--- src/epfp_pkg.sv ---
// shared constants, types and rounding helper for the ellipse point generator
// no dependencies; imported by every module of the block

package epfp_pkg;

	localparam int PHASE_W          = 16;
	localparam int OUT_W            = 16;
	localparam int RADIUS_W         = 16;
	localparam int CFG_IDX_W        = 8;
	localparam int TURN_W           = 32;
	localparam int XY_W             = 32;
	localparam int SAT_IN_W         = 34;
	localparam int FRAC_SHIFT       = 15;
	localparam int PHASE_BITS_DEF   = 16;
	localparam int CORDIC_STEPS_DEF = 16;
	localparam int ATAN_DEPTH       = 24;

	localparam logic signed [XY_W-1:0] INV_GAIN_Q30 = 32'sd652032874;

	localparam logic signed [XY_W-1:0] ATAN_TURNS [ATAN_DEPTH] = '{
		32'sd536870912, 32'sd316933406, 32'sd167458907, 32'sd85004756,
		32'sd42667331,  32'sd21354465,  32'sd10679838,  32'sd5340245,
		32'sd2670163,   32'sd1335087,   32'sd667544,    32'sd333772,
		32'sd166886,    32'sd83443,     32'sd41722,     32'sd20861,
		32'sd10430,     32'sd5215,      32'sd2608,      32'sd1304,
		32'sd652,       32'sd326,       32'sd163,       32'sd81
	};

	localparam logic signed [SAT_IN_W-1:0] ROUND_HALF = 34'sd16384;
	localparam logic signed [SAT_IN_W-1:0] SAT_HI     = 34'sd32767;
	localparam logic signed [SAT_IN_W-1:0] SAT_LO     = -34'sd32768;

	typedef logic signed [XY_W-1:0] xy_t;

	typedef enum logic [CFG_IDX_W-1:0] {
		REG_RADIUS_HORIZONTAL = 8'd0,
		REG_RADIUS_DEPTH      = 8'd1
	} reg_idx_t;

	typedef enum logic [1:0] {
		QUAD_0 = 2'd0,
		QUAD_1 = 2'd1,
		QUAD_2 = 2'd2,
		QUAD_3 = 2'd3
	} quad_t;

	typedef struct packed {
		logic signed [RADIUS_W-1:0] radius_horizontal;
		logic signed [RADIUS_W-1:0] radius_depth;
	} radii_t;

	typedef struct packed {
		logic signed [OUT_W-1:0] sin_q15;
		logic signed [OUT_W-1:0] cos_q15;
	} unit_t;

	typedef struct packed {
		logic signed [OUT_W-1:0] horiz;
		logic signed [OUT_W-1:0] depth;
	} point_t;

	// round half up by 2^15 then clamp to the signed 16-bit range
	function automatic logic signed [OUT_W-1:0] round_sat(input logic signed [SAT_IN_W-1:0] v);
		logic signed [SAT_IN_W-1:0] t;
		t = (v + ROUND_HALF) >>> FRAC_SHIFT;
		if (t > SAT_HI) begin
			return OUT_W'(SAT_HI);
		end else if (t < SAT_LO) begin
			return OUT_W'(SAT_LO);
		end
		return OUT_W'(t);
	endfunction

endpackage

--- src/epfp_cfg.sv ---
// radius configuration registers written through the config channel
// depends on epfp_pkg

module epfp_cfg
	import epfp_pkg::*;
(
	input  logic                 clk,
	input  logic                 arst_n,
	input  logic                 cfg_valid,
	output logic                 cfg_ready,
	input  logic [CFG_IDX_W-1:0] cfg_index,
	input  logic [RADIUS_W-1:0]  cfg_data,
	output radii_t               radii
);

	radii_t radii_q;

	assign cfg_ready = 1'b1;
	assign radii     = radii_q;

	always_ff @(posedge clk or negedge arst_n) begin
		if (!arst_n) begin
			radii_q <= '0;
		end else if (cfg_valid && cfg_ready) begin
			case (cfg_index)
				REG_RADIUS_HORIZONTAL: begin
					radii_q.radius_horizontal <= cfg_data;
				end
				REG_RADIUS_DEPTH: begin
					radii_q.radius_depth <= cfg_data;
				end
				default: begin
				end
			endcase
		end
	end

endmodule

--- config.mk ---
export PLATFORM = sky130hd
export DESIGN_NAME = epfp_cfg
export DESIGN_NICKNAME = d
export VERILOG_FILES = /design/src/epfp_pkg.sv /design/src/epfp_cfg.sv
export SDC_FILE = /design/constraint.sdc
export NUM_CORES = 1
export LEC_CHECK = 0
export ABC_AREA = 1
export ABC_CLOCK_PERIOD_IN_PS = 1300
export BUFFER_PORTS_ARGS = -buffer_cell sky130_fd_sc_hd__buf_2
export CAP_MARGIN = 20
export CORE_AREA = 2 2 59 61
export DETAILED_ROUTE_END_ITERATION = 8
export DIE_AREA = 0 0 61 63
export PLACE_DENSITY = 0.74
export SLEW_MARGIN = 20
export SYNTH_ARGS = -nofsm -noshare
export SYNTH_HDL_FRONTEND = slang
export SYNTH_SLANG_ARGS = --single-unit
--- constraint.sdc ---
create_clock -name clk -period 1.3 [get_ports clk]
set_clock_uncertainty 0.1 [all_clocks]
set_input_delay 0.13 -clock clk [delete_from_list [all_inputs] [get_ports clk]]
set_output_delay 0.13 -clock clk [all_outputs]
set_load 0.005 [all_outputs]
-- Yosys cells after proc, flatten, opt, wreduce, memory -nomap -nowiden
Index checks and enable logic that the tools add are counted.
- multipliers: 0
- bitwise gates (word level): 0
- divide/modulo/power cells: 0
- reductions and logical operators: 3
- equality and inequality tests: 1
- shifts and indexed selects: 0
- add/subtract/negate cells: 0
- multiplexer cells: 0
- order comparisons: 0
- operators with widths (kind ; number):
    equality test 8 x 1 -> 1 bit, second input constant ; 1
    logical NOT 8 bit ; 1
    AND reduction 2 bit ; 2
- bits in latches: 0
- bits in registers: 32
- logic and storage cells: 6
- memory bits (writable): 0
- input port bits: 27
- bits in read-only memories: 0
- memories: 0
- output and inout bits: 33

-- Logic depth before layout (Yosys ltp)
- depth in word-level cells: 2
- depth in mapped cells: 7

-- Least setup slack after synthesis
No wires, ideal clock.
- path kind: input port to flip-flop
- start point: in cfg_index[4]
- end point: reg radii_q, in the netlist radii[17]
- setup slack: 0.291 ns
- data required time: 1.084 ns
- path buffers: 1
- cell stages on the path: 7
- arrival time: 0.793 ns
- cells stage by stage: nor2_2 nand2_2 nor2_8 nand2_4 buf_6 nand2_1 nand2_1
- longest elaborated chain between the ends: 2
- ends and longest elaborated chain (what ; line ; RTL):
    start, declared ; epfp_cfg.sv:11 ; input logic [CFG_IDX_W-1:0] cfg_index,
    logical NOT 8 bit ; epfp_cfg.sv:25 ; case (cfg_index)
    AND reduction 2 bit (no source line) ; - ;
    end, declared ; epfp_cfg.sv:16 ; radii_t radii_q;
Every way passes these cells.
A chain may end at the register's enable or synchronous reset.

-- Final worst setup path
- start point: reg radii_q, in the netlist radii[10]
- end point: out radii[10] (netlist bit)
- RTL lines (what ; line ; RTL):
    end, declared ; epfp_cfg.sv:13 ; output radii_t radii
No word-level cell between the ends.

==> results.toml <==
[critical_path]
slowest_delay_ns = 0.40
worst_ep_required_time_ns = 1.07
critical_path_class = "reg -> out"
cp_cell_sequence = "buf_2"
worstSetupEndpointType = "output pin"
cpLargestDelayFamily = "flip-flops"
start_kind = "flip-flop"
cp_slowest_cell = "dfrtp_1"
cp_num_buf_inv = 1
crit_fanout = 2
cp.arrival_ns = 0.87

[synth]
syn_avg_cell_area_um2 = 8.66
ys.warnings.count = 0
syn_inst = 161
synth_top_area_share_pct = 57.5
ys_top_cells_by_area = "dfrtp_1, nand2_1, nand3_1"
yosysSeqAreaShare_pct = 57.5
yosysUniqueCellTypes = 16
synth_top_area_cell = "dfrtp_1"
syn_nets = 188
synth_area_mm2 = 0.00139
ys_ff_latch = 32

[power_and_ir_drop]
sequentialPowerShare_pct = 54.9
ir_drop_mv = 0.568
p_total_uw = 1940
p_int_uw = 1470
p_per_area_mw_per_mm2 = 981
swShare_pct = 24.2
clkPwrFrac_pct = 32.5
p_comb_share_pct = 12.6
p_leak_uw = 0.00123
p_switching_uw = 470

[layout]
design_area_mm2 = 0.00198
antenna_cells = 0
fin_nets = 269
layout_common_cells = "nand2_1, buf_2, dfrtp_1, dlygate4sd3_1, nand3_1"
final_cells = 288
final_common_cell = "nand2_1"
largest_reg_flops = 32
syn2layout_area_growth_pct = 42.0
drive_gt1_share_pct = 33.9

[die]
fp.coreArea_mm2 = 0.00323
die_y_um = 63
die_area_mm2 = 0.00384
initial_core_util_pct = 43.1
die_w_um = 61
io-pin-count = 60
num_rows = 21

[clock_network]
ctsHtreeMaxLevel = 2
post-cts-setup-buffers = 0
numCtsBuffers = 5
clockBufferDepth = 2
insertion_delay_ns = 0.32
clkSinkCount = 32
cts-root-buf = "clkbuf_4"
clkTransAtPathRegs_ns = 0.10
cts_resized = 0
cts_tree = "yes"

[grt]
track_usage_pct = 19.0
grt.overflow.total = 0
grt_pass1_vias = 1237
grt_max_degree = 18
grt_pass1_wl_mm = 5.44
antenna_found_initial = 0

[run]
cap_violations = 0

[place]
pre_cts_slack_ns = 0.0692
dpl_cell_area_mm2 = 0.00174
dp_cells = 264
place_congestion = 0.760
portBuffers = 58
hpwlAfterDp_mm = 2.24

[sta]
maxSlewViolCount = 0
tns_ns = 0
setup_viol = 0
worst_slack_ns = 0.204
final.min_clock_period_ns = 1.10
rsz0062_at_grt = "false"
layout_worst_path_cycle_share_pct = 84.3
fmax_mhz = 912
hold_viol_final = 0

[drt]
avgRoutedWirePerCell_um = 11.5
drt_iter0_markers = 65
drt_first_pass_iters = 4
post-route-drc-count = 0
drtAntennaViolNets = 0
routed-via-count = 1279
wirelength_mm = 3.31
viasPerCell = 4.44

[min_path]
hold_class = "in -> async"

[status]
status = "finished clean"
power groups by stage:
stage	sequential [uW]	clock, uW	combinational [uW]
finish	1070	631	244
global route	1070	678	277
CTS	1070	644	247
detailed placement	1090	0	208
global placement	1090	0	204
floorplan	1090	0	69.9
layer usage:
metal / track usage, % / wire length, um / share of wire (%) / vias up
met4: 8.15 / 62 / 1.9 / 0
met5: 0 / 0 / 0 / -
met1: 22.2 / 1470 / 45 / 588
li1: - / - / - / 650
met3: 3.93 / 127 / 3.8 / 6
met2: 32.4 / 1650 / 50 / 35
metrics by stage:
stage                     hold slack, ns  utilization (%)
after CTS                          0.143             61.2
after detailed placement         -0.0351             54.0
final                              0.128             61.2
after global routing               0.149             61.2
after floorplan                   -0.266                -
after global placement           -0.0372             54.0
kinds of logic after synthesis:
group / count (synthesis) / synth area share (%)
buf+inv: 13 / 5.30
flops: 32 / 57.5
other cells: 1 / 0.269
simple gates: 115 / 37.0
cell usage after synthesis:
master,instances
buf_2,2
buf_4,2
buf_6,2
conb_1,1
dfrtp_1,32
inv_1,6
inv_2,1
nand2_1,84
nand2_2,2
nand2_4,1
nand3_1,16
nand3_2,2
nor2_1,4
nor2_2,3
nor2_4,2
nor2_8,1
path summary, 6_finish.rpt:
check	cells past startpoint	from	slack [ns]	endpoint
hold reg to reg	2	radii[28]	0.37	radii[28]
max in group asynchronous	3	arst_n	0.41	radii[2]
setup / recovery	1	radii[10]	0.20	radii[10]
hold / removal	2	arst_n	0.13	radii[6]
setup reg to reg	2	radii[4]	0.57	radii[4]
min in group clk	5	cfg_index[1]	0.18	radii[26]
cell type report:
| class | instances | area (um2) |
|---|---|---|
| inverter | 7 | 26.3 |
| timing repair buffer | 80 | 510 |
| tap | 46 | 57.6 |
| clock buffer | 7 | 65.1 |
| fill | 312 | 1250 |
| multi-input combinational | 116 | 519 |
| sequential | 32 | 801 |
worst reg2reg max path: cells and delay by family, from the launching register on:
family,cells,cell delay (ns)
flops,1,0.40
simple gates,2,0.13
repair_timing:
action | in CTS | in global routing
hold buffers | 17 | 0
endpoints found under the hold margin | 64 | 0
setup endpoints to repair | 0 | 0
Power figures use the tool's default switching activity.
