==> src/epfp_pkg.sv <==
// shared constants, types and rounding helper for the ellipse point generator
// no dependencies; imported by every module of the block

package epfp_pkg;

	localparam int PHASE_W          = 16;
	localparam int OUT_W            = 16;
	localparam int RADIUS_W         = 16;
	localparam int CFG_IDX_W        = 8;
	localparam int TURN_W           = 32;
	localparam int XY_W             = 32;
	localparam int SAT_IN_W         = 34;
	localparam int FRAC_SHIFT       = 15;
	localparam int PHASE_BITS_DEF   = 16;
	localparam int CORDIC_STEPS_DEF = 16;
	localparam int ATAN_DEPTH       = 24;

	localparam logic signed [XY_W-1:0] INV_GAIN_Q30 = 32'sd652032874;

	localparam logic signed [XY_W-1:0] ATAN_TURNS [ATAN_DEPTH] = '{
		32'sd536870912, 32'sd316933406, 32'sd167458907, 32'sd85004756,
		32'sd42667331,  32'sd21354465,  32'sd10679838,  32'sd5340245,
		32'sd2670163,   32'sd1335087,   32'sd667544,    32'sd333772,
		32'sd166886,    32'sd83443,     32'sd41722,     32'sd20861,
		32'sd10430,     32'sd5215,      32'sd2608,      32'sd1304,
		32'sd652,       32'sd326,       32'sd163,       32'sd81
	};

	localparam logic signed [SAT_IN_W-1:0] ROUND_HALF = 34'sd16384;
	localparam logic signed [SAT_IN_W-1:0] SAT_HI     = 34'sd32767;
	localparam logic signed [SAT_IN_W-1:0] SAT_LO     = -34'sd32768;

	typedef logic signed [XY_W-1:0] xy_t;

	typedef enum logic [CFG_IDX_W-1:0] {
		REG_RADIUS_HORIZONTAL = 8'd0,
		REG_RADIUS_DEPTH      = 8'd1
	} reg_idx_t;

	typedef enum logic [1:0] {
		QUAD_0 = 2'd0,
		QUAD_1 = 2'd1,
		QUAD_2 = 2'd2,
		QUAD_3 = 2'd3
	} quad_t;

	typedef struct packed {
		logic signed [RADIUS_W-1:0] radius_horizontal;
		logic signed [RADIUS_W-1:0] radius_depth;
	} radii_t;

	typedef struct packed {
		logic signed [OUT_W-1:0] sin_q15;
		logic signed [OUT_W-1:0] cos_q15;
	} unit_t;

	typedef struct packed {
		logic signed [OUT_W-1:0] horiz;
		logic signed [OUT_W-1:0] depth;
	} point_t;

	// round half up by 2^15 then clamp to the signed 16-bit range
	function automatic logic signed [OUT_W-1:0] round_sat(input logic signed [SAT_IN_W-1:0] v);
		logic signed [SAT_IN_W-1:0] t;
		t = (v + ROUND_HALF) >>> FRAC_SHIFT;
		if (t > SAT_HI) begin
			return OUT_W'(SAT_HI);
		end else if (t < SAT_LO) begin
			return OUT_W'(SAT_LO);
		end
		return OUT_W'(t);
	endfunction

endpackage

==> src/epfp_cordic.sv <==
// pipelined cordic: phase register, one rotation per stage, quadrant fold and q1.15 rounding
// depends on epfp_pkg

module epfp_cordic
	import epfp_pkg::*;
#(
	parameter int PHASE_BITS   = PHASE_BITS_DEF,
	parameter int CORDIC_STEPS = CORDIC_STEPS_DEF
) (
	input  logic               clk,
	input  logic               arst_n,
	input  logic               in_valid,
	output logic               in_ready,
	input  logic [PHASE_W-1:0] phase_turns,
	output logic               out_valid,
	input  logic               out_ready,
	output unit_t              unit
);

	localparam int STG = CORDIC_STEPS + 2;

	logic [STG-1:0]     vld_q;
	logic [STG-1:0]     adv;
	logic [STG-1:0]     vld_nxt;
	logic [PHASE_W-1:0] phase_s0;
	logic [TURN_W-1:0]  turn_a;
	xy_t                x_s [CORDIC_STEPS];
	xy_t                y_s [CORDIC_STEPS];
	xy_t                z_s [CORDIC_STEPS];
	quad_t              quad_s [CORDIC_STEPS];
	xy_t                cos_raw;
	xy_t                sin_raw;
	unit_t              unit_s1;

	// a stage moves when downstream takes or this stage or any later stage has a bubble
	for (genvar k = 0; k < STG; k++) begin : g_adv
		assign adv[k] = out_ready || !(&vld_q[STG-1:k]);
	end

	assign vld_nxt   = {vld_q[STG-2:0], in_valid};
	assign in_ready  = adv[0];
	assign out_valid = vld_q[STG-1];
	assign unit      = unit_s1;

	always_ff @(posedge clk or negedge arst_n) begin
		if (!arst_n) begin
			vld_q <= '0;
		end else begin
			for (int k = 0; k < STG; k++) begin
				if (adv[k]) begin
					vld_q[k] <= vld_nxt[k];
				end
			end
		end
	end

	always_ff @(posedge clk) begin
		if (adv[0]) begin
			phase_s0 <= phase_turns;
		end
	end

	// upper phase bits fall off the top of the turn word
	assign turn_a = TURN_W'(phase_s0) << (TURN_W - PHASE_BITS);

	for (genvar i = 0; i < CORDIC_STEPS; i++) begin : g_step
		xy_t   xi;
		xy_t   yi;
		xy_t   zi;
		quad_t qi;
		if (i == 0) begin : g_first
			assign xi = INV_GAIN_Q30;
			assign yi = '0;
			assign zi = XY_W'(turn_a[TURN_W-3:0]);
			assign qi = quad_t'(turn_a[TURN_W-1:TURN_W-2]);
		end else begin : g_next
			assign xi = x_s[i-1];
			assign yi = y_s[i-1];
			assign zi = z_s[i-1];
			assign qi = quad_s[i-1];
		end
		always_ff @(posedge clk) begin
			if (adv[i+1]) begin
				if (!zi[XY_W-1]) begin
					x_s[i] <= xi - (yi >>> i);
					y_s[i] <= yi + (xi >>> i);
					z_s[i] <= zi - ATAN_TURNS[i];
				end else begin
					x_s[i] <= xi + (yi >>> i);
					y_s[i] <= yi - (xi >>> i);
					z_s[i] <= zi + ATAN_TURNS[i];
				end
				quad_s[i] <= qi;
			end
		end
	end

	always_comb begin
		case (quad_s[CORDIC_STEPS-1])
			QUAD_0: begin
				cos_raw = x_s[CORDIC_STEPS-1];
				sin_raw = y_s[CORDIC_STEPS-1];
			end
			QUAD_1: begin
				cos_raw = -y_s[CORDIC_STEPS-1];
				sin_raw = x_s[CORDIC_STEPS-1];
			end
			QUAD_2: begin
				cos_raw = -x_s[CORDIC_STEPS-1];
				sin_raw = -y_s[CORDIC_STEPS-1];
			end
			default: begin
				cos_raw = y_s[CORDIC_STEPS-1];
				sin_raw = -x_s[CORDIC_STEPS-1];
			end
		endcase
	end

	always_ff @(posedge clk) begin
		if (adv[STG-1]) begin
			unit_s1.sin_q15 <= round_sat(SAT_IN_W'(sin_raw));
			unit_s1.cos_q15 <= round_sat(SAT_IN_W'(cos_raw));
		end
	end

	a_out_hold: assert property (@(posedge clk) disable iff (!arst_n)
		out_valid && !out_ready |=> out_valid && $stable(unit_s1))
		else $error("cordic result changed while stalled");

	a_full_stall: assert property (@(posedge clk) disable iff (!arst_n)
		(&vld_q) && !out_ready |-> !in_ready)
		else $error("full pipeline accepted a transaction");

	a_empty_ready: assert property (@(posedge clk) disable iff (!arst_n)
		!vld_q[0] |-> in_ready)
		else $error("empty input stage refused a transaction");

	a_take: assert property (@(posedge clk) disable iff (!arst_n)
		in_valid && in_ready |=> vld_q[0])
		else $error("accepted transaction lost at input stage");

endmodule

==> config.mk <==
export PLATFORM = sky130hd
export DESIGN_NAME = epfp_cordic
export DESIGN_NICKNAME = d
export VERILOG_FILES = /design/src/epfp_pkg.sv /design/src/epfp_cordic.sv
export SDC_FILE = /design/constraint.sdc
export NUM_CORES = 2
export LEC_CHECK = 0
export BUFFER_PORTS_ARGS = -buffer_cell sky130_fd_sc_hd__buf_2
export CORE_MARGIN = 1
export CORE_UTILIZATION = 24
export DETAILED_ROUTE_END_ITERATION = 8
export HOLD_SLACK_MARGIN = 0.1
export MAX_ROUTING_LAYER = met4
export PLACE_DENSITY = 0.43
export SLEW_MARGIN = 20
export SYNTH_ARGS = -nofsm -noshare
export SYNTH_HDL_FRONTEND = slang
export SYNTH_SLANG_ARGS = --single-unit
==> constraint.sdc <==
create_clock -name clk -period 9.6 [get_ports clk]
set_clock_uncertainty 0.1 [all_clocks]
set_input_delay 2.4 -clock clk [delete_from_list [all_inputs] [get_ports clk]]
set_output_delay 2.4 -clock clk [all_outputs]
set_load 0.005 [all_outputs]
==> Word level (Yosys, flattened, before mapping) <==
Memory sizes are Yosys's and may differ from the RTL's.
Cells that the tools add are included.
{ "totals": {"word_cells": 406, "output_inout_bits": 34, "latchBits": 0, "mem_bits_ro": 0, "in_bits": 20, "reg_bits": 66, "n_memories": 4, "ram_bits": 1568} }
{ "memory_table": {"columns": ["name", "depth", "width", "rd", "rd_clocked_by_memory_dff", "wr", "line_no", "text"], "rows": [
  ["x_s", 16, 32, 16, 0, 16, "epfp_cordic.sv:27", "xy_t x_s [CORDIC_STEPS];"],
  ["y_s", 16, 32, 16, 0, 16, "epfp_cordic.sv:28", "xy_t y_s [CORDIC_STEPS];"],
  ["z_s", 16, 32, 15, 0, 16, "epfp_cordic.sv:29", "xy_t z_s [CORDIC_STEPS];"],
  ["quad_s", 16, 2, 16, 0, 16, "epfp_cordic.sv:30", "quad_t quad_s [CORDIC_STEPS];"]
]} }
{ "op_classes": {"n_eq_ne": 2, "magnitude_cmp": 4, "n_reduce_logical": 54, "shifts": 0, "n_mux": 181, "div_mod_pow": 0, "n_addsub": 95, "n_bitwise": 45, "n_mul": 0} }
{ "op_table": {"columns": ["operator", "n"], "rows": [
  ["$mux 32", 45],
  ["$pmux 32 s3", 2],
  ["$mux 1", 128],
  ["$mux 16", 6],
  ["$add 32x16->33 const B", 2],
  ["$add 32x17->32", 2],
  ["$add 32x18->32", 2],
  ["$add 32x19->32", 2],
  ["$add 32x20->32", 2],
  ["$add 32x21->32", 2],
  ["$add 32x22->32", 2],
  ["$add 32x23->32", 2],
  ["$add 32x24->32", 2],
  ["$add 32x25->32", 2],
  ["$add 32x26->32", 2],
  ["$add 32x27->32", 2],
  ["$add 32x28->32", 2],
  ["$add 32x29->32", 2],
  ["$add 32x30->32", 2],
  ["$add 32x31->32", 2],
  ["$neg 32->32", 2],
  ["$sub 32x17->32", 2],
  ["$sub 32x18->32", 2],
  ["$sub 32x19->32", 2],
  ["other kinds (68)", 160]
]} }

==> Logic depth before layout (Yosys ltp) <==
An unclocked memory read counts as a cell.
{ "logic_depth": {"depth_word": 9, "mapped_depth": 25, "mapped_depth_nobuf": 24} }

==> Worst setup path after synthesis <==
Ideal clock, no wire load.
{ "synth_timing": {"path_type": "input -> register", "startpoint": "input port out_ready", "endpoint": "memory z_s[1][29] (netlist name), data pin", "arrival_time_ps": 12316, "required_time_ps": 9242, "n_path_buf": 1, "setup_ps": 258, "setup_slack_ps": -3073, "cell_stages": 22, "path_cell_list": "nand3b_4 nor2_4 inv_2 nor2_1 inv_1 nor2_2 nand2_1 nand2_1 inv_2 clkbuf_1 ha_1 and3_1 a221oi_1 o21ai_0 nand2_1 a31oi_1 o41a_1 o41ai_1 o2111ai_1 a21o_1 a21oi_1 xnor2_1"} }
{ "synth_rtl": {"columns": ["item", "line_no", "text"], "rows": [
  ["from (decl)", "epfp_cordic.sv:16", "input logic out_ready,"],
  ["to (decl)", "epfp_cordic.sv:29", null]
]} }

==> flow_summary.toml <==
[sta]
period_minus_slack_ns = 8.24
maxSlewViolCount = 0
finalSetupViolations = 0
rsz0062_at_grt = "false"
worst_slew_pin_slew_ns = 1.06
finalHoldViolations = 0
fin_crit_sh = 0.858
max_slew_margin = 0.294
fmax_mhz = 121

[placement]
gp_congestion = 0.842
io_buffers = 53
dpl_cell_area_sq_um = 123000
dp_hpwl_um = 250000

[clock_tree]
clock_path_buffers = 4
clk_latency_ns = 0.91
cts_tree = "yes"
path_clk_slew_ns = 0.06
cts.sinks = 1397
cts_setup_buffers = 0
htree_levels = 4
cts_buffers = 183
ctsHoldBuffers = 0
cts-resized-gates = 0
ctsRootBufferMaster = "clkbuf_16"

[drt]
routed_wl_um = 312000
dr_wl_met3_um = 8150
viasPerCell = 4.70
drt_first_pass_iters = 5
drtIter0Drc = 4174
met2_length_um = 155000
ant_nets = 0
maxUsedRoutingLayer = "met4"
met1Wirelength_um = 141000
wl_per_cell_um = 17.3
vias = 84700
drc = 0

[worst_hold_path]
hold_class = "flop to flop"

[setup_path]
worstPathMaxFanout = 39
critical_path.startpoint = "out_ready"
rr_endpoint = "y_s[0][183]"
ff2ff_setup_slack_ns = 2.64
regToRegStartpoint = "vld_q[17]"
worst_setup_path_end_kind = "flop"
crit_path_end = "y_s[0][183]"
worst-r2r-cell-count = 23
crit_arrival_ns = 8.87
required_ns = 10.23
cp-start-kind = "input port"
crit_type = "input port to flop"

[global_route]
overflow = 0
grt_usage = 0.132
grt_max_degree = 69
antenna_found_initial = 2
grt_pass1_vias = 83900
grt_pass1_wl_um = 490000

[logic_synthesis]
syn-cell-area_sq_um = 113000
synth_seq_cells = 1397
ys.flop_type = "edfxtp_1"
synth_async_sr_flop_share = 0.0129
ys_seq_area_frac = 0.370
yosys_warnings = 0
synthCells = 11500
synth_cell_types = 105
synth_edf_count = 1379
syn_area_per_cell_sq_um = 9.83

[final_layout]
finalInstanceArea_sq_um = 129000
drive_above_1_share = 0.0696
mostFrequentLayoutCells = "1379 x edfxtp_1, 1234 x ha_1, 1077 x xnor2_1, 933 x a21oi_1, 773 x nor2_1"
mostFrequentLayoutCell = "edfxtp_1"
area_growth_pct = 13.6
finalNetCount = 13000

[job]
drv_cap = 0

[die]
core-area_sq_um = 469000
fp.dieH_um = 689
die_x_um = 689
initial_core_util = 0.242
rows = 251
die-area_sq_um = 475000
num_io_pins = 54

[run_status]
status = "finished, final reports clean"
-- critical path, cell delays in order --
cell and delay (ns):
buf_2 0.11, nand3b_4 0.18, nor2_4 0.23, inv_12 0.08, nor3_4 0.35, and3_1 0.72, inv_4 0.04, nand2_2 0.09
buf_4 0.35, inv_1 0.50, nor2_1 0.25, xnor2_1 0.14, ha_1 0.29, o21a_1 0.20, o31a_1 0.13, or4_1 0.49
a221o_1 0.39, a311oi_1 0.65, o21ai_0 0.21, a21oi_1 0.24, nand2b_1 0.14, a21oi_1 0.10, or4_1 0.41, nand3_1 0.10
-- layer usage --
metal / global-route usage / vias up
li1: - / 43500
met4: 0.0317 / 0
met3: 0.0126 / 361
met1: 0.160 / 40000
met2: 0.235 / 926
met5: - / -
-- cells in the mapped netlist (78+ instances only) --
| library cell | n | share of area |
|---|---|---|
| o31ai_1 | 166 | 0.011 |
| a21o_1 | 413 | 0.027 |
| a31oi_1 | 139 | 0.0077 |
| ha_1 | 1252 | 0.14 |
| nor2b_1 | 147 | 0.0081 |
| and3_1 | 101 | 0.0056 |
| nor4_1 | 101 | 0.0056 |
| clkbuf_1 | 136 | 0.0045 |
| nand2_1 | 671 | 0.022 |
| or3_1 | 117 | 0.0065 |
| nand3_1 | 200 | 0.0088 |
| a21oi_1 | 999 | 0.044 |
| o21ai_0 | 693 | 0.031 |
| xnor2_1 | 1077 | 0.083 |
| edfxtp_1 | 1379 | 0.37 |
| nor3_1 | 330 | 0.015 |
| o21a_1 | 199 | 0.013 |
| nor2_1 | 781 | 0.026 |
| xor2_1 | 637 | 0.049 |
| or2_2 | 78 | 0.0043 |
| a211oi_1 | 132 | 0.0087 |
| o21bai_1 | 152 | 0.010 |
| inv_1 | 426 | 0.014 |
| nand2b_1 | 251 | 0.014 |
| mux2i_1 | 78 | 0.0069 |
-- per-stage QoR --
stage / setup slack (ns) / util / setup TNS (ns) / cells / hold WS [ns]
final: 1.36 / 0.275 / 0 / 18000 / 0.307
after global routing: 0.918 / 0.275 / 0 / 18000 / 0.321
after CTS: 1.44 / 0.275 / 0 / 18000 / 0.309
after detailed placement: 0.437 / 0.262 / 0 / 17700 / 0.305
after global placement: 0.266 / 0.262 / 0 / 17700 / 0.303
after floorplan: -1.41 / - / -174.12 / 11500 / 0.300
-- area by class of cell --
type,instances,area (sq um)
tap,6198,7750
clock buffer,225,4770
clock inverter,105,1340
inverter,435,1670
antenna,2,5.00
multi-input combinational,9525,70300
sequential,1397,41900
timing repair buffer,139,948
fill,49600,340000
-- sequential cells by signal, summed over array words and instances (netlist names) --
signal and flops:
z_s 403, y_s 449, vld_q 18, unit 32, phase_s0 16, quad_s 32
x_s 447
-- kinds of logic (layout without fill, tap and decap cells) --
family,count (synthesis),count (layout),share of synthesized area
AOI/OAI and AO/OA,3342,3342,0.187
and+or+nand+nor,3063,3063,0.135
xor gates and xnor gates,1714,1714,0.133
DFF,1397,1397,0.370
adders and majority gates,1288,1288,0.145
buffers and inverters,607,904,0.0204
muxes,116,116,0.0108
other,1,4,0.0000331
-- how the worst min path moves through the flow --
stage | start | endpoint | cells past startpoint
floorplan | phase_s0[14] | quad_s[0][0] | 0
global placement | phase_s0[5] | z_s[0][21] | 0
detailed placement | quad_s[0][0] | quad_s[0][2] | 0
CTS | vld_q[3] | vld_q[4] | 1
global route | phase_s0[15] | quad_s[0][1] | 0
finish | quad_s[0][11] | quad_s[0][13] | 0
Power is left out: the tool's default activity adds up to more than one toggle a clock period on the data nets, which glitch-free logic cannot reach.
