===== config.mk =====
export PLATFORM = sky130hd
export DESIGN_NAME = epfp_scale
export DESIGN_NICKNAME = d
export VERILOG_FILES = /design/src/epfp_pkg.sv /design/src/epfp_scale.sv
export SDC_FILE = /design/constraint.sdc
export NUM_CORES = 1
export LEC_CHECK = 0
export CORE_MARGIN = 3
export CORE_UTILIZATION = 55
export DETAILED_ROUTE_END_ITERATION = 8
export DONT_BUFFER_PORTS = 1
export MAX_ROUTING_LAYER = met4
export PLACE_DENSITY = 0.7
export SLEW_MARGIN = 20
export SYNTH_ARGS = -nofsm -noshare
export SYNTH_HDL_FRONTEND = slang
export SYNTH_SLANG_ARGS = --single-unit

===== constraint.sdc =====
create_clock -name clk -period 3.3 [get_ports clk]
set_input_delay 0.165 -clock clk [delete_from_list [all_inputs] [get_ports clk]]
set_output_delay 0.165 -clock clk [all_outputs]
set_load 0.005 [all_outputs]

===== src/epfp_pkg.sv =====
// shared constants, types and rounding helper for the ellipse point generator
// no dependencies; imported by every module of the block

package epfp_pkg;

	localparam int PHASE_W          = 16;
	localparam int OUT_W            = 16;
	localparam int RADIUS_W         = 16;
	localparam int CFG_IDX_W        = 8;
	localparam int TURN_W           = 32;
	localparam int XY_W             = 32;
	localparam int SAT_IN_W         = 34;
	localparam int FRAC_SHIFT       = 15;
	localparam int PHASE_BITS_DEF   = 16;
	localparam int CORDIC_STEPS_DEF = 16;
	localparam int ATAN_DEPTH       = 24;

	localparam logic signed [XY_W-1:0] INV_GAIN_Q30 = 32'sd652032874;

	localparam logic signed [XY_W-1:0] ATAN_TURNS [ATAN_DEPTH] = '{
		32'sd536870912, 32'sd316933406, 32'sd167458907, 32'sd85004756,
		32'sd42667331,  32'sd21354465,  32'sd10679838,  32'sd5340245,
		32'sd2670163,   32'sd1335087,   32'sd667544,    32'sd333772,
		32'sd166886,    32'sd83443,     32'sd41722,     32'sd20861,
		32'sd10430,     32'sd5215,      32'sd2608,      32'sd1304,
		32'sd652,       32'sd326,       32'sd163,       32'sd81
	};

	localparam logic signed [SAT_IN_W-1:0] ROUND_HALF = 34'sd16384;
	localparam logic signed [SAT_IN_W-1:0] SAT_HI     = 34'sd32767;
	localparam logic signed [SAT_IN_W-1:0] SAT_LO     = -34'sd32768;

	typedef logic signed [XY_W-1:0] xy_t;

	typedef enum logic [CFG_IDX_W-1:0] {
		REG_RADIUS_HORIZONTAL = 8'd0,
		REG_RADIUS_DEPTH      = 8'd1
	} reg_idx_t;

	typedef enum logic [1:0] {
		QUAD_0 = 2'd0,
		QUAD_1 = 2'd1,
		QUAD_2 = 2'd2,
		QUAD_3 = 2'd3
	} quad_t;

	typedef struct packed {
		logic signed [RADIUS_W-1:0] radius_horizontal;
		logic signed [RADIUS_W-1:0] radius_depth;
	} radii_t;

	typedef struct packed {
		logic signed [OUT_W-1:0] sin_q15;
		logic signed [OUT_W-1:0] cos_q15;
	} unit_t;

	typedef struct packed {
		logic signed [OUT_W-1:0] horiz;
		logic signed [OUT_W-1:0] depth;
	} point_t;

	// round half up by 2^15 then clamp to the signed 16-bit range
	function automatic logic signed [OUT_W-1:0] round_sat(input logic signed [SAT_IN_W-1:0] v);
		logic signed [SAT_IN_W-1:0] t;
		t = (v + ROUND_HALF) >>> FRAC_SHIFT;
		if (t > SAT_HI) begin
			return OUT_W'(SAT_HI);
		end else if (t < SAT_LO) begin
			return OUT_W'(SAT_LO);
		end
		return OUT_W'(t);
	endfunction

endpackage


===== src/epfp_scale.sv =====
// scales the q1.15 sine and cosine by the q8.8 radii, rounds and saturates
// depends on epfp_pkg

module epfp_scale
	import epfp_pkg::*;
(
	input  logic   clk,
	input  logic   arst_n,
	input  logic   in_valid,
	output logic   in_ready,
	input  unit_t  unit,
	input  radii_t radii,
	output logic   out_valid,
	input  logic   out_ready,
	output point_t point
);

	logic                    v_q;
	logic                    adv;
	logic signed [2*OUT_W-1:0] prod_h;
	logic signed [2*OUT_W-1:0] prod_d;
	point_t                  point_s2;

	assign adv       = !v_q || out_ready;
	assign in_ready  = adv;
	assign out_valid = v_q;
	assign point     = point_s2;

	assign prod_h = unit.sin_q15 * radii.radius_horizontal;
	assign prod_d = unit.cos_q15 * radii.radius_depth;

	always_ff @(posedge clk or negedge arst_n) begin
		if (!arst_n) begin
			v_q <= 1'b0;
		end else if (adv) begin
			v_q <= in_valid;
		end
	end

	always_ff @(posedge clk) begin
		if (adv) begin
			point_s2.horiz <= round_sat(SAT_IN_W'(prod_h));
			point_s2.depth <= round_sat(SAT_IN_W'(prod_d));
		end
	end

endmodule


# Yosys cells after proc, flatten, opt, wreduce, memory -nomap -nowiden

Index checks and enable logic that the tools add are counted.

Register bits after elaboration: 33
Output and inout bits: 34
Logic and storage cells: 25
Input port bits: 68

Add/subtract/negate cells: 2
Reduce and logical (&&, ||, !) cells: 2
Multiplexer cells: 12
$lt $le $gt $ge: 4
Multiply operators: 2

Operators by type and width:

| kind                   | number |
|---|---|
| $mux 16                | 6 |
| $add 32x16->33 const B | 2 |
| $mul 16x16->32         | 2 |
| $gt 18x16->1 const B   | 2 |
| $lt 18x16->1 const B   | 2 |
| $mux 1                 | 6 |
| $logic_not 1->1        | 1 |
| $logic_or 1x1->1       | 1 |

# Logic depth before layout (Yosys ltp)

Gate-level depths: netlist of the first run.

Depth after elaboration: 7
Mapped depth: 27

# Worst setup path after synthesis of the first run

No wires, ideal clock.

Path type: input-to-reg
Start: in radii[1] in the netlist's numbering
End: reg point_s2, in the netlist point[12], data pin
Setup slack: -3.297 ns
Required time: 3.046 ns
Setup time: 0.254 ns
Stages: 25
Data arrival time: 6.343 ns
Cell sequence: clkbuf_1 > nand2_1 > inv_1 > fa_1 > inv_1 > fa_1 > inv_1 > fa_1 > fa_1 > fa_1 > inv_1 > fa_1 > inv_1 > ha_1 > nand2_2 > o21a_1 > and3b_1 > a22oi_2 > o21ai_2 > o31a_1 > a21oi_4 > mux2i_1 > o211ai_2 > buf_6 > a21o_1

Word-level cells in the longest chain between the ends: 7
Elaborated cells on any way between the ends: 9
Those cells by class: 1 x add/sub; 1 x mul; 2 x order compare; 5 x mux

Ends and longest elaborated chain:

| what             | RTL line         | RTL |
|---|---|---|
| start, declared  | epfp_scale.sv:12 | `input radii_t radii,` |
| $mul 16x16->32 * | epfp_scale.sv:30 | `assign prod_d = unit.cos_q15 * radii.radius_depth;` |
| $add 32x16->33 * | epfp_pkg.sv:65   | `t = (v + ROUND_HALF) >>> FRAC_SHIFT;` |
| $lt 18x16->1     | epfp_pkg.sv:68   | `end else if (t < SAT_LO) begin` |
| $mux 1           | epfp_pkg.sv:68   |  |
| $mux 1           | epfp_pkg.sv:66   | `if (t > SAT_HI) begin` |
| $mux 1           | epfp_scale.sv:41 | `if (adv) begin` |
| $mux 16 *        | epfp_pkg.sv:71   | `return OUT_W'(t);` |
| end, declared    | epfp_scale.sv:22 | `point_t point_s2;` |

Mark *: on every way between the ends. The rest lies on a longest branch, timed or not. The select of a mux whose other input is x is not followed.
A chain may end at the register's enable or synchronous reset.

# Final worst setup path of the first run

Start: in radii[3] in the netlist's numbering
End: reg point_s2, in the netlist point[9], data pin

The elaborated chain is that of the path after synthesis.

==> results of run 1 <==
## synth_stat cells (all sizes together), types with 2 or more instances
| master | count |
|---|---|
| ha | 156 |
| o22ai | 2 |
| edfxtp | 32 |
| buf | 8 |
| a21o | 42 |
| a31oi | 3 |
| o211ai | 6 |
| a31o | 3 |
| nand2 | 264 |
| a211oi | 8 |
| a22oi | 2 |
| o21ai | 20 |
| clkbuf | 61 |
| a211o | 2 |
| nand3 | 9 |
| xor2 | 16 |
| nor2b | 4 |
| and2 | 237 |
| o221ai | 2 |
| o31a | 2 |
| a21oi | 39 |
| nor2 | 47 |
| a311oi | 3 |
| nand2b | 11 |
| nand4 | 9 |
| and3 | 4 |
| xnor2 | 34 |
| or2 | 2 |
| fa | 534 |
| o21a | 12 |
| o21bai | 7 |
| nor3 | 4 |
| inv | 580 |
| a41oi | 2 |
## critical path: cells and delay by family
family	cells	cell delay, ns
fa+ha+maj	7	3.43
mux	1	0.31
compound gates	7	1.30
simple gates	3	0.38
buf+inv	5	0.39
## cell type report
class | instances | area [um2] | share of cell area (%)
Inverter | 580 | 2190 | 9.31
Tap cell | 504 | 631 | 2.69
Timing Repair Buffer | 198 | 1570 | 6.68
Multi-Input combinational cell | 1505 | 18000 | 76.4
Clock inverter | 2 | 35.0 | 0.149
Sequential cell | 33 | 986 | 4.20
Clock buffer | 5 | 125 | 0.533
## sequential cells by signal, indices dropped and copies added, names as in the netlist
register   flops
out_valid      1
point         32
## worst max path at each step
stage | start | end | cells past startpoint | slack, ns
after floorplan | unit[15] | point[12] | 25 | -2.85
after global placement | unit[9] | point[0] | 22 | -2.91
after detailed placement | radii[2] | point[6] | 23 | -3.05
after CTS | radii[3] | point[4] | 23 | -2.58
after global routing | radii[3] | point[6] | 23 | -2.78
final | radii[3] | point[9] | 23 | -2.66
## cells by family after synthesis
kind of cell               after synthesis  synth area share, %
adders and majority gates              690                 61.0
buffers and inverters                  649                 11.9
and+or+nand+nor                        599                 14.5
AOI/OAI and AO/OA                      163                 5.69
xor gates and xnor gates                50                 2.15
DFF                                     33                 4.76
muxes                                    1               0.0483
## metal layers
metal  global-route usage [%]  vias to the layer above
li1                         -                     6667
met1                     36.6                     7648
met2                     45.5                      516
met3                     4.49                      113
met4                     7.91                        0
met5                        -                        -
## metrics by stage
stage / hold WS [ns] / setup TNS [ns] / cells
after floorplan: -0.131 / -82.83 / 2185
after global placement: -0.131 / -88.61 / 2798
after detailed placement: -0.131 / -91.92 / 2798
after CTS: 0.00261 / -78.01 / 2825
after global routing: 0.0227 / -84.32 / 2827
final: 0.00749 / -79.00 / 2827
## repair_timing
item / in CTS / in global routing
setup endpoints to repair: 32 / 32
gates resized for setup: 66 / 26
hold buffers: 1 / 0
endpoints found under the hold margin: 1 / 0
setup buffers: 17 / 3
pin swaps: 26 / 22
cloned: 3 / 0
==> impl_metrics.json, run 1 <==
{
  "drt-met1-wl_mm": 20.6,
  "n_antenna_cell": 0,
  "yosys_register_bits": 33,
  "period_needed_ns": 5.96,
  "grt_overflow": 0,
  "final_common_cell": "inv_1",
  "syn_avg_cell_area_um2": 9.48,
  "hpwl_mm": 41.9,
  "top_layer": "met4",
  "via_per_inst": 5.29,
  "vias": 14900,
  "fp-row-count": 70,
  "grt_usage_pct": 27.9,
  "grt_pass1_vias": 17000,
  "drive_above_1_share_pct": 14.2,
  "critPathKind": "in2reg",
  "crit_required_ns": 3.33,
  "dieArea_mm2": 0.0400,
  "synthCells": 2185,
  "placedInstanceArea_mm2": 0.0226,
  "first_pass_iters": 5,
  "crit_path_end_kind": "register",
  "period_share_pct": 181,
  "reg2reg_slack_ns": 1.90,
  "hp-class": "in2reg",
  "io_buffers": 0,
  "cts_sinks": 33,
  "die_w_um": 200,
  "clockBufferDepth": 2,
  "max_slew_margin_pct": 43.2,
  "grt_pass1_wl_mm": 87.7,
  "setup_ws_ns": -2.66,
  "syn_to_final_growth_pct": 13.3,
  "ant_nets": 0,
  "grt_start_max_net_pins": 35,
  "htree_levels": 2,
  "synthFlopType": "edfxtp_1",
  "whs_path_depth": 1,
  "r2r-end": "point[18]",
  "synth_edf_count": 32,
  "final_area_mm2": 0.0235,
  "synth_area_leaders": "fa_1, inv_1, ha_1",
  "status": "finished, violations left",
  "r2r_cells": 1,
  "finalCoreUtilization_pct": 63.7,
  "worstPathMaxFanout": 16,
  "cts_made_buffers": 5,
  "synth_area_mm2": 0.0207,
  "rsz0062_at_grt": "yes",
  "slowest_delay_ns": 0.58,
  "synth.top_cell.area_share_pct": 51.6,
  "crit_slowest_cell": "fa_2",
  "holdPathEnd": "out_valid",
  "tightest_slew_ns": 0.852,
  "skew_ns": 0.00203,
  "drt_iter0_drc": 764,
  "wl_per_cell_um": 17.9,
  "io_pins": 102,
  "initial_core_util_pct": 56.2,
  "routed-wl-met3_mm": 3.65,
  "wl_met2_mm": 24.9,
  "finalSetupViolCount": 32,
  "coreArea_mm2": 0.0369,
  "synth_top_area_cell": "fa_1",
  "synth-seq-area-share_pct": 4.76,
  "cp-start-kind": "input pin",
  "violations": "negative setup slack",
  "arrival_ns": 5.99,
  "fillCellCount": 2995,
  "die_y_um": 200,
  "dp_slack_ns": -3.05,
  "clock.fmax_ghz": 0.168,
  "yosysUniqueCellTypes": 77,
  "nNetsFinal": 3081,
  "antenna_found_initial": 0,
  "yosysWarnings": 0,
  "insertion_delay_ns": 0.27,
  "ys_async_sr_fraction_pct": 3.03,
  "cap_viol_max_count": 0,
  "drc": 0,
  "crit_chain": "and2_4, fa_2, inv_2, fa_2, inv_4, fa_2, fa_1, fa_1, inv_1, fa_1, inv_2, ha_4, nand2_4, o21a_1, and3b_1, a22oi_2, o21ai_2, o31a_1, a21oi_4, mux2i_2, o211ai_4, buf_16, a21o_1",
  "syn_nets": 2943,
  "globalplace.congestion": 0.874,
  "r2r_start": "out_valid",
  "cts_tree": "built",
  "hold_viol_final": 0,
  "final_cell_mix": "inv_1, fa_1, nand2_1",
  "hp-start": "in_valid",
  "clkTransAtPathRegs_ns": 0.05,
  "wl_mm": 50.7,
  "clock-root-buffer": "clkbuf_16",
  "drv_slew": 0
}
Power of run 1 is left out: the tool's default activity adds up to more than one toggle a clock period on the data nets, which glitch-free logic cannot reach.
==> inputs of run 2 (changes only) <==
--- a/config.mk
+++ b/config.mk
@@ -6,11 +6,10 @@
 export NUM_CORES = 1
 export LEC_CHECK = 0
 export CORE_MARGIN = 3
-export CORE_UTILIZATION = 55
+export CORE_UTILIZATION = 30
 export DETAILED_ROUTE_END_ITERATION = 8
 export DONT_BUFFER_PORTS = 1
 export MAX_ROUTING_LAYER = met4
-export PLACE_DENSITY = 0.7
 export SLEW_MARGIN = 20
 export SYNTH_ARGS = -nofsm -noshare
 export SYNTH_HDL_FRONTEND = slang
==> run 2 against run 1 <==
- the flow still finishes with violations (negative setup slack)
- maximum frequency rose by 4.0%
- register-to-register slack worse by 0.15 ns
- wire length down 1.5%
- cell count rose by 13%
- via count down 2.9%
- clock-buffer cell count unchanged
- sequential share of layout area is 0.059 points lower
- worst setup slack improved by 0.23 ns
- die area rose by 80%
- critical path type unchanged
==> impl_metrics.json, run 2 (synthesis results as in run 1) <==
{
  "clkTransAtPathRegs_ns": 0.06,
  "cts_made_buffers": 5,
  "crit_required_ns": 3.35,
  "cap_viol_max_count": 0,
  "violations": "negative setup slack",
  "first_pass_iters": 5,
  "wl_per_cell_um": 15.6,
  "max_slew_margin_pct": 29.6,
  "clock.fmax_ghz": 0.174,
  "tightest_slew_ns": 1.06,
  "largest_reg_flops": 32,
  "n_antenna_cell": 0,
  "grt_overflow": 0,
  "worstPathMaxFanout": 16,
  "cts_tree": "built",
  "io_pins": 102,
  "drive_above_1_share_pct": 13.5,
  "cts_sinks": 33,
  "final_cell_mix": "inv_1, fa_1, nand2_1",
  "status": "finished, violations left",
  "die_y_um": 269,
  "crit_path_end_kind": "register",
  "clock-root-buffer": "clkbuf_16",
  "grt_pass1_wl_mm": 84.3,
  "io_buffers": 0,
  "drt_iter0_drc": 567,
  "fp-row-count": 95,
  "coreArea_mm2": 0.0678,
  "die_w_um": 269,
  "initial_core_util_pct": 30.6,
  "critPathKind": "in2reg",
  "period_needed_ns": 5.73,
  "wl_mm": 49.9,
  "grt_usage_pct": 15.2,
  "clockBufferDepth": 2,
  "hpwl_mm": 42.2,
  "drc": 0,
  "final_common_cell": "inv_1",
  "skew_ns": 0.00833,
  "fin_hold_ws_ns": 0.0767,
  "grt_pass1_vias": 16200,
  "setup-tns-final_ns": -75.57,
  "vias": 14500,
  "rsz0062_at_grt": "yes",
  "setup_ws_ns": -2.43,
  "cp-start-kind": "input pin",
  "globalplace.congestion": 0.833,
  "finalSetupViolCount": 32,
  "dieArea_mm2": 0.0723,
  "drv_slew": 0,
  "fillCellCount": 6907,
  "via_per_inst": 4.53,
  "antenna_found_initial": 0,
  "hold_viol_final": 0,
  "hp-class": "in2async",
  "nNetsFinal": 3085,
  "grt_start_max_net_pins": 35,
  "htree_levels": 2,
  "period_share_pct": 174,
  "arrival_ns": 5.78,
  "ant_nets": 0,
  "syn_to_final_growth_pct": 14.9,
  "insertion_delay_ns": 0.30
}
-- run 2: changes by cell type in the layout (fill, tap and decap cells not counted), sizes merged --
cell	change
bufinv	-1
dlygate4sd3	+1
a21o	-1
inv	+1
clkinv	+1
o21a	-1
buf	+5
-- run 2: critical path, cell delays in order --
cell and delay, ns:
and2_4 0.14, fa_2 0.59, inv_2 0.04, fa_2 0.57
inv_4 0.07, fa_1 0.44, fa_1 0.47, fa_1 0.54
inv_1 0.05, fa_1 0.47, inv_1 0.04, ha_1 0.29
buf_4 0.17, nor2b_1 0.13, o21a_1 0.18, o21a_1 0.21
nor3_4 0.22, o21bai_2 0.10, xor2_2 0.17, a32oi_1 0.24
o211ai_2 0.14, buf_12 0.17, a21o_1 0.18
-- run 2: layout make-up --
type                       instances  area, um2  share of cell area [%]
multi-input combinational       1503      17800                    74.6
sequential                        33        986                    4.14
clock inverter                     3       17.5                  0.0736
timing repair buffer             204       1640                    6.88
tap                              873       1090                    4.59
inverter                         580       2180                    9.16
clock buffer                       5        125                   0.525
-- run 2: path summary, 6_finish.rpt --
path / start / endpoint / slack (ns) / depth (start not counted)
worst max-delay path: radii[3] / point[3] / -2.43 / 23
worst min-delay path: arst_n / out_valid / 0.08 / 1
worst max register to register: out_valid / point[21] / 1.75 / 1
worst min register to register: out_valid / out_valid / 1.24 / 2
max in group asynchronous: arst_n / out_valid / 3.12 / 1
min in group clk: in_valid / out_valid / 0.51 / 2
-- run 2: stage by stage --
stage               setup WS, ns  instances  area [um2]  util [%]
floorplan                  -2.85       2185       21100         -
global placement           -2.96       3180       23200      34.3
finish                     -2.43       3201       23800      35.2
CTS                        -2.49       3198       23600      34.9
detailed placement         -2.99       3180       23200      34.3
global route               -2.65       3201       23800      35.2
-- run 2: what timing repair did --
| item | in CTS | in global routing |
|---|---|---|
| pin swaps | 26 | 10 |
| gates cloned | 1 | 0 |
| hold buffers | 2 | 0 |
| gates resized for setup | 36 | 28 |
| buffers inserted | 8 | 3 |
| hold endpoints to repair | 2 | 0 |
| endpoints found under the setup margin | 32 | 32 |
-- run 2: layer usage --
layer	global-route usage (%)	routed length (um)	part of all wire, %
met5	-	0	0
met4	4.05	1440	2.9
met3	1.92	2180	4.4
met2	25.3	24500	49
met1	19.6	21700	44
Power of run 2 is left out for the same reason.
==> inputs of run 3 (changes only) <==
==> constraint.sdc (replaced) <==
create_clock -name clk -period 5 [get_ports clk]
set_input_delay 0.25 -clock clk [delete_from_list [all_inputs] [get_ports clk]]
set_output_delay 0.25 -clock clk [all_outputs]
set_load 0.005 [all_outputs]
==> run 3 against run 2 <==
- the run still ends with negative setup slack left
- clock-buffer cell count is the same
- final area is 0.33% lower
- critical endpoint is now point[21]
- register-to-register slack better by 1.7 ns
- worst hold slack got worse by 0.015 ns
- first-iteration DRC count decreased by 11%
- clock skew up 0.0017 ns
- via count decreased by 0.51%
- die area unchanged
- sequential share of layout area about the same
- flip-flop and latch count did not move
==> impl_metrics.json, run 3 (synthesis results as in run 1) <==
{
  "wl_mm": 50.2,
  "grt_overflow": 0,
  "drv_slew": 0,
  "vias": 14400,
  "dp_cells": 3177,
  "top_layer": "met4",
  "coreArea_mm2": 0.0678,
  "final_common_cell": "inv_1",
  "final_area_mm2": 0.0237,
  "hold_viol_final": 0,
  "die_w_um": 269,
  "grt_usage_pct": 15.2,
  "skew_ns": 0.0100,
  "setup_ws_ns": -0.835,
  "globalplace.congestion": 0.835,
  "nNetsFinal": 3082,
  "routed-wl-met3_mm": 2.26,
  "worstPathMaxFanout": 16,
  "wl_met2_mm": 25.4,
  "rsz0062_at_grt": "yes",
  "n_antenna_cell": 0,
  "cts_made_buffers": 5,
  "drt_iter0_drc": 505,
  "drc": 0,
  "fillCellCount": 6873,
  "crit_required_ns": 5.04,
  "largest_reg_flops": 32,
  "grt_pass1_wl_mm": 84.7,
  "dieArea_mm2": 0.0723,
  "hpwl_mm": 42.5,
  "grt_start_max_net_pins": 35,
  "period_needed_ns": 5.84,
  "clock.fmax_ghz": 0.171,
  "cts_tree": "built",
  "io_buffers": 0,
  "hp-class": "in2reg",
  "via_per_inst": 4.51,
  "crit_path_end_kind": "register",
  "tightest_slew_ns": 1.04,
  "ant_nets": 0,
  "crit_top_cell": "fa_1",
  "wl_per_cell_um": 15.7,
  "htree_levels": 2,
  "placedInstanceArea_mm2": 0.0232,
  "clock-root-buffer": "clkbuf_16",
  "die_y_um": 269,
  "grt_pass1_vias": 16200,
  "critPathKind": "in2reg",
  "finalSetupViolCount": 32,
  "clkTransAtPathRegs_ns": 0.06,
  "cts_sinks": 33,
  "syn_to_final_growth_pct": 14.5,
  "cp-start-kind": "input pin",
  "setup-tns-final_ns": -25.01,
  "slowest_delay_ns": 0.53,
  "drive_above_1_share_pct": 13.4,
  "clockBufferDepth": 2,
  "arrival_ns": 5.88,
  "first_pass_iters": 5,
  "drt-met1-wl_mm": 21.6,
  "cap_viol_max_count": 0,
  "hp-start": "in_valid",
  "max_slew_margin_pct": 30.4,
  "final_cell_count_no_fill": 3198,
  "crit_slowest_cell": "fa_1",
  "initial_core_util_pct": 30.6,
  "fp-row-count": 95,
  "insertion_delay_ns": 0.31,
  "period_share_pct": 117,
  "violations": "negative setup slack",
  "crit_path_start": "radii[26]",
  "io_pins": 102,
  "antenna_found_initial": 0,
  "status": "finished, violations left",
  "final_cell_mix": "inv_1, fa_1, nand2_1",
  "crit_chain": "and2_1, fa_1, inv_1, fa_1, inv_1, fa_1, fa_1, fa_1, inv_1, fa_1, inv_2, ha_4, and3_4, o211ai_1, or2_1, o21bai_4, a41oi_2, o21ai_2, a21o_1, xnor2_2, a21o_1, buf_12, a21o_1",
  "r2r_start": "out_valid",
  "dp_slack_ns": -1.39
}
==> run 3: cell types whose count changed in the layout (fill, tap and decap cells not counted), moves of 2 or more <==
cell	before	now
ha_1	137	140
ha_4	18	15
a211oi_2	1	3
a21oi_1	27	29
a21oi_2	10	8
buf_6	7	5
clkinv_2	2	0
fa_1	528	526
fa_2	6	8
o22ai_2	0	2
==> run 3: final cells by class <==
class / instances / area [um2] / share of cell area (%)
multi-input combinational: 1503 / 17700 / 74.6
inverter: 580 / 2180 / 9.19
timing repair buffer: 201 / 1590 / 6.71
tap: 873 / 1090 / 4.60
sequential: 33 / 986 / 4.15
clock buffer: 5 / 125 / 0.527
clock inverter: 3 / 46.3 / 0.195
==> run 3: critical path, delay by kind of cell <==
kind            cells  cell delay [ns]
buf+inv             5             0.36
xor+xnor            1             0.09
fa+ha+maj           7             3.29
compound gates      7             1.29
simple gates        3             0.59
==> run 3: path summary, 6_finish.rpt <==
| check | end | slack [ns] | cells past startpoint |
|---|---|---|---|
| max reg2reg | point[21] | 3.45 | 1 |
| max | point[21] | -0.84 | 23 |
| min | out_valid | 0.06 | 1 |
| min in group asynchronous | out_valid | 0.15 | 1 |
| min reg2reg | out_valid | 1.24 | 2 |
| max in group asynchronous | out_valid | 4.75 | 1 |
==> run 3: metrics by stage <==
step / utilization (%) / hold WS, ns
after floorplan: - / -0.0456
after global placement: 34.2 / -0.0455
after detailed placement: 34.2 / -0.0455
after CTS: 34.8 / 0.0439
after global routing: 35.0 / 0.0449
final: 35.0 / 0.0617
==> run 3: per-layer routing <==
layer | vias up | GRT usage [%]
met3 | 53 | 2.11
met1 | 7462 | 19.6
met4 | 0 | 3.03
met2 | 266 | 25.8
met5 | - | -
li1 | 6656 | -
==> run 3: what timing repair did <==
item                                   4_1_cts  5_1_grt
buffers inserted                             6        6
setup endpoints to repair                   32       32
hold buffers                                 1        0
resized for setup                           34       20
pin swaps                                   13       17
endpoints found under the hold margin        1        0
Power of run 3 is left out for the same reason.
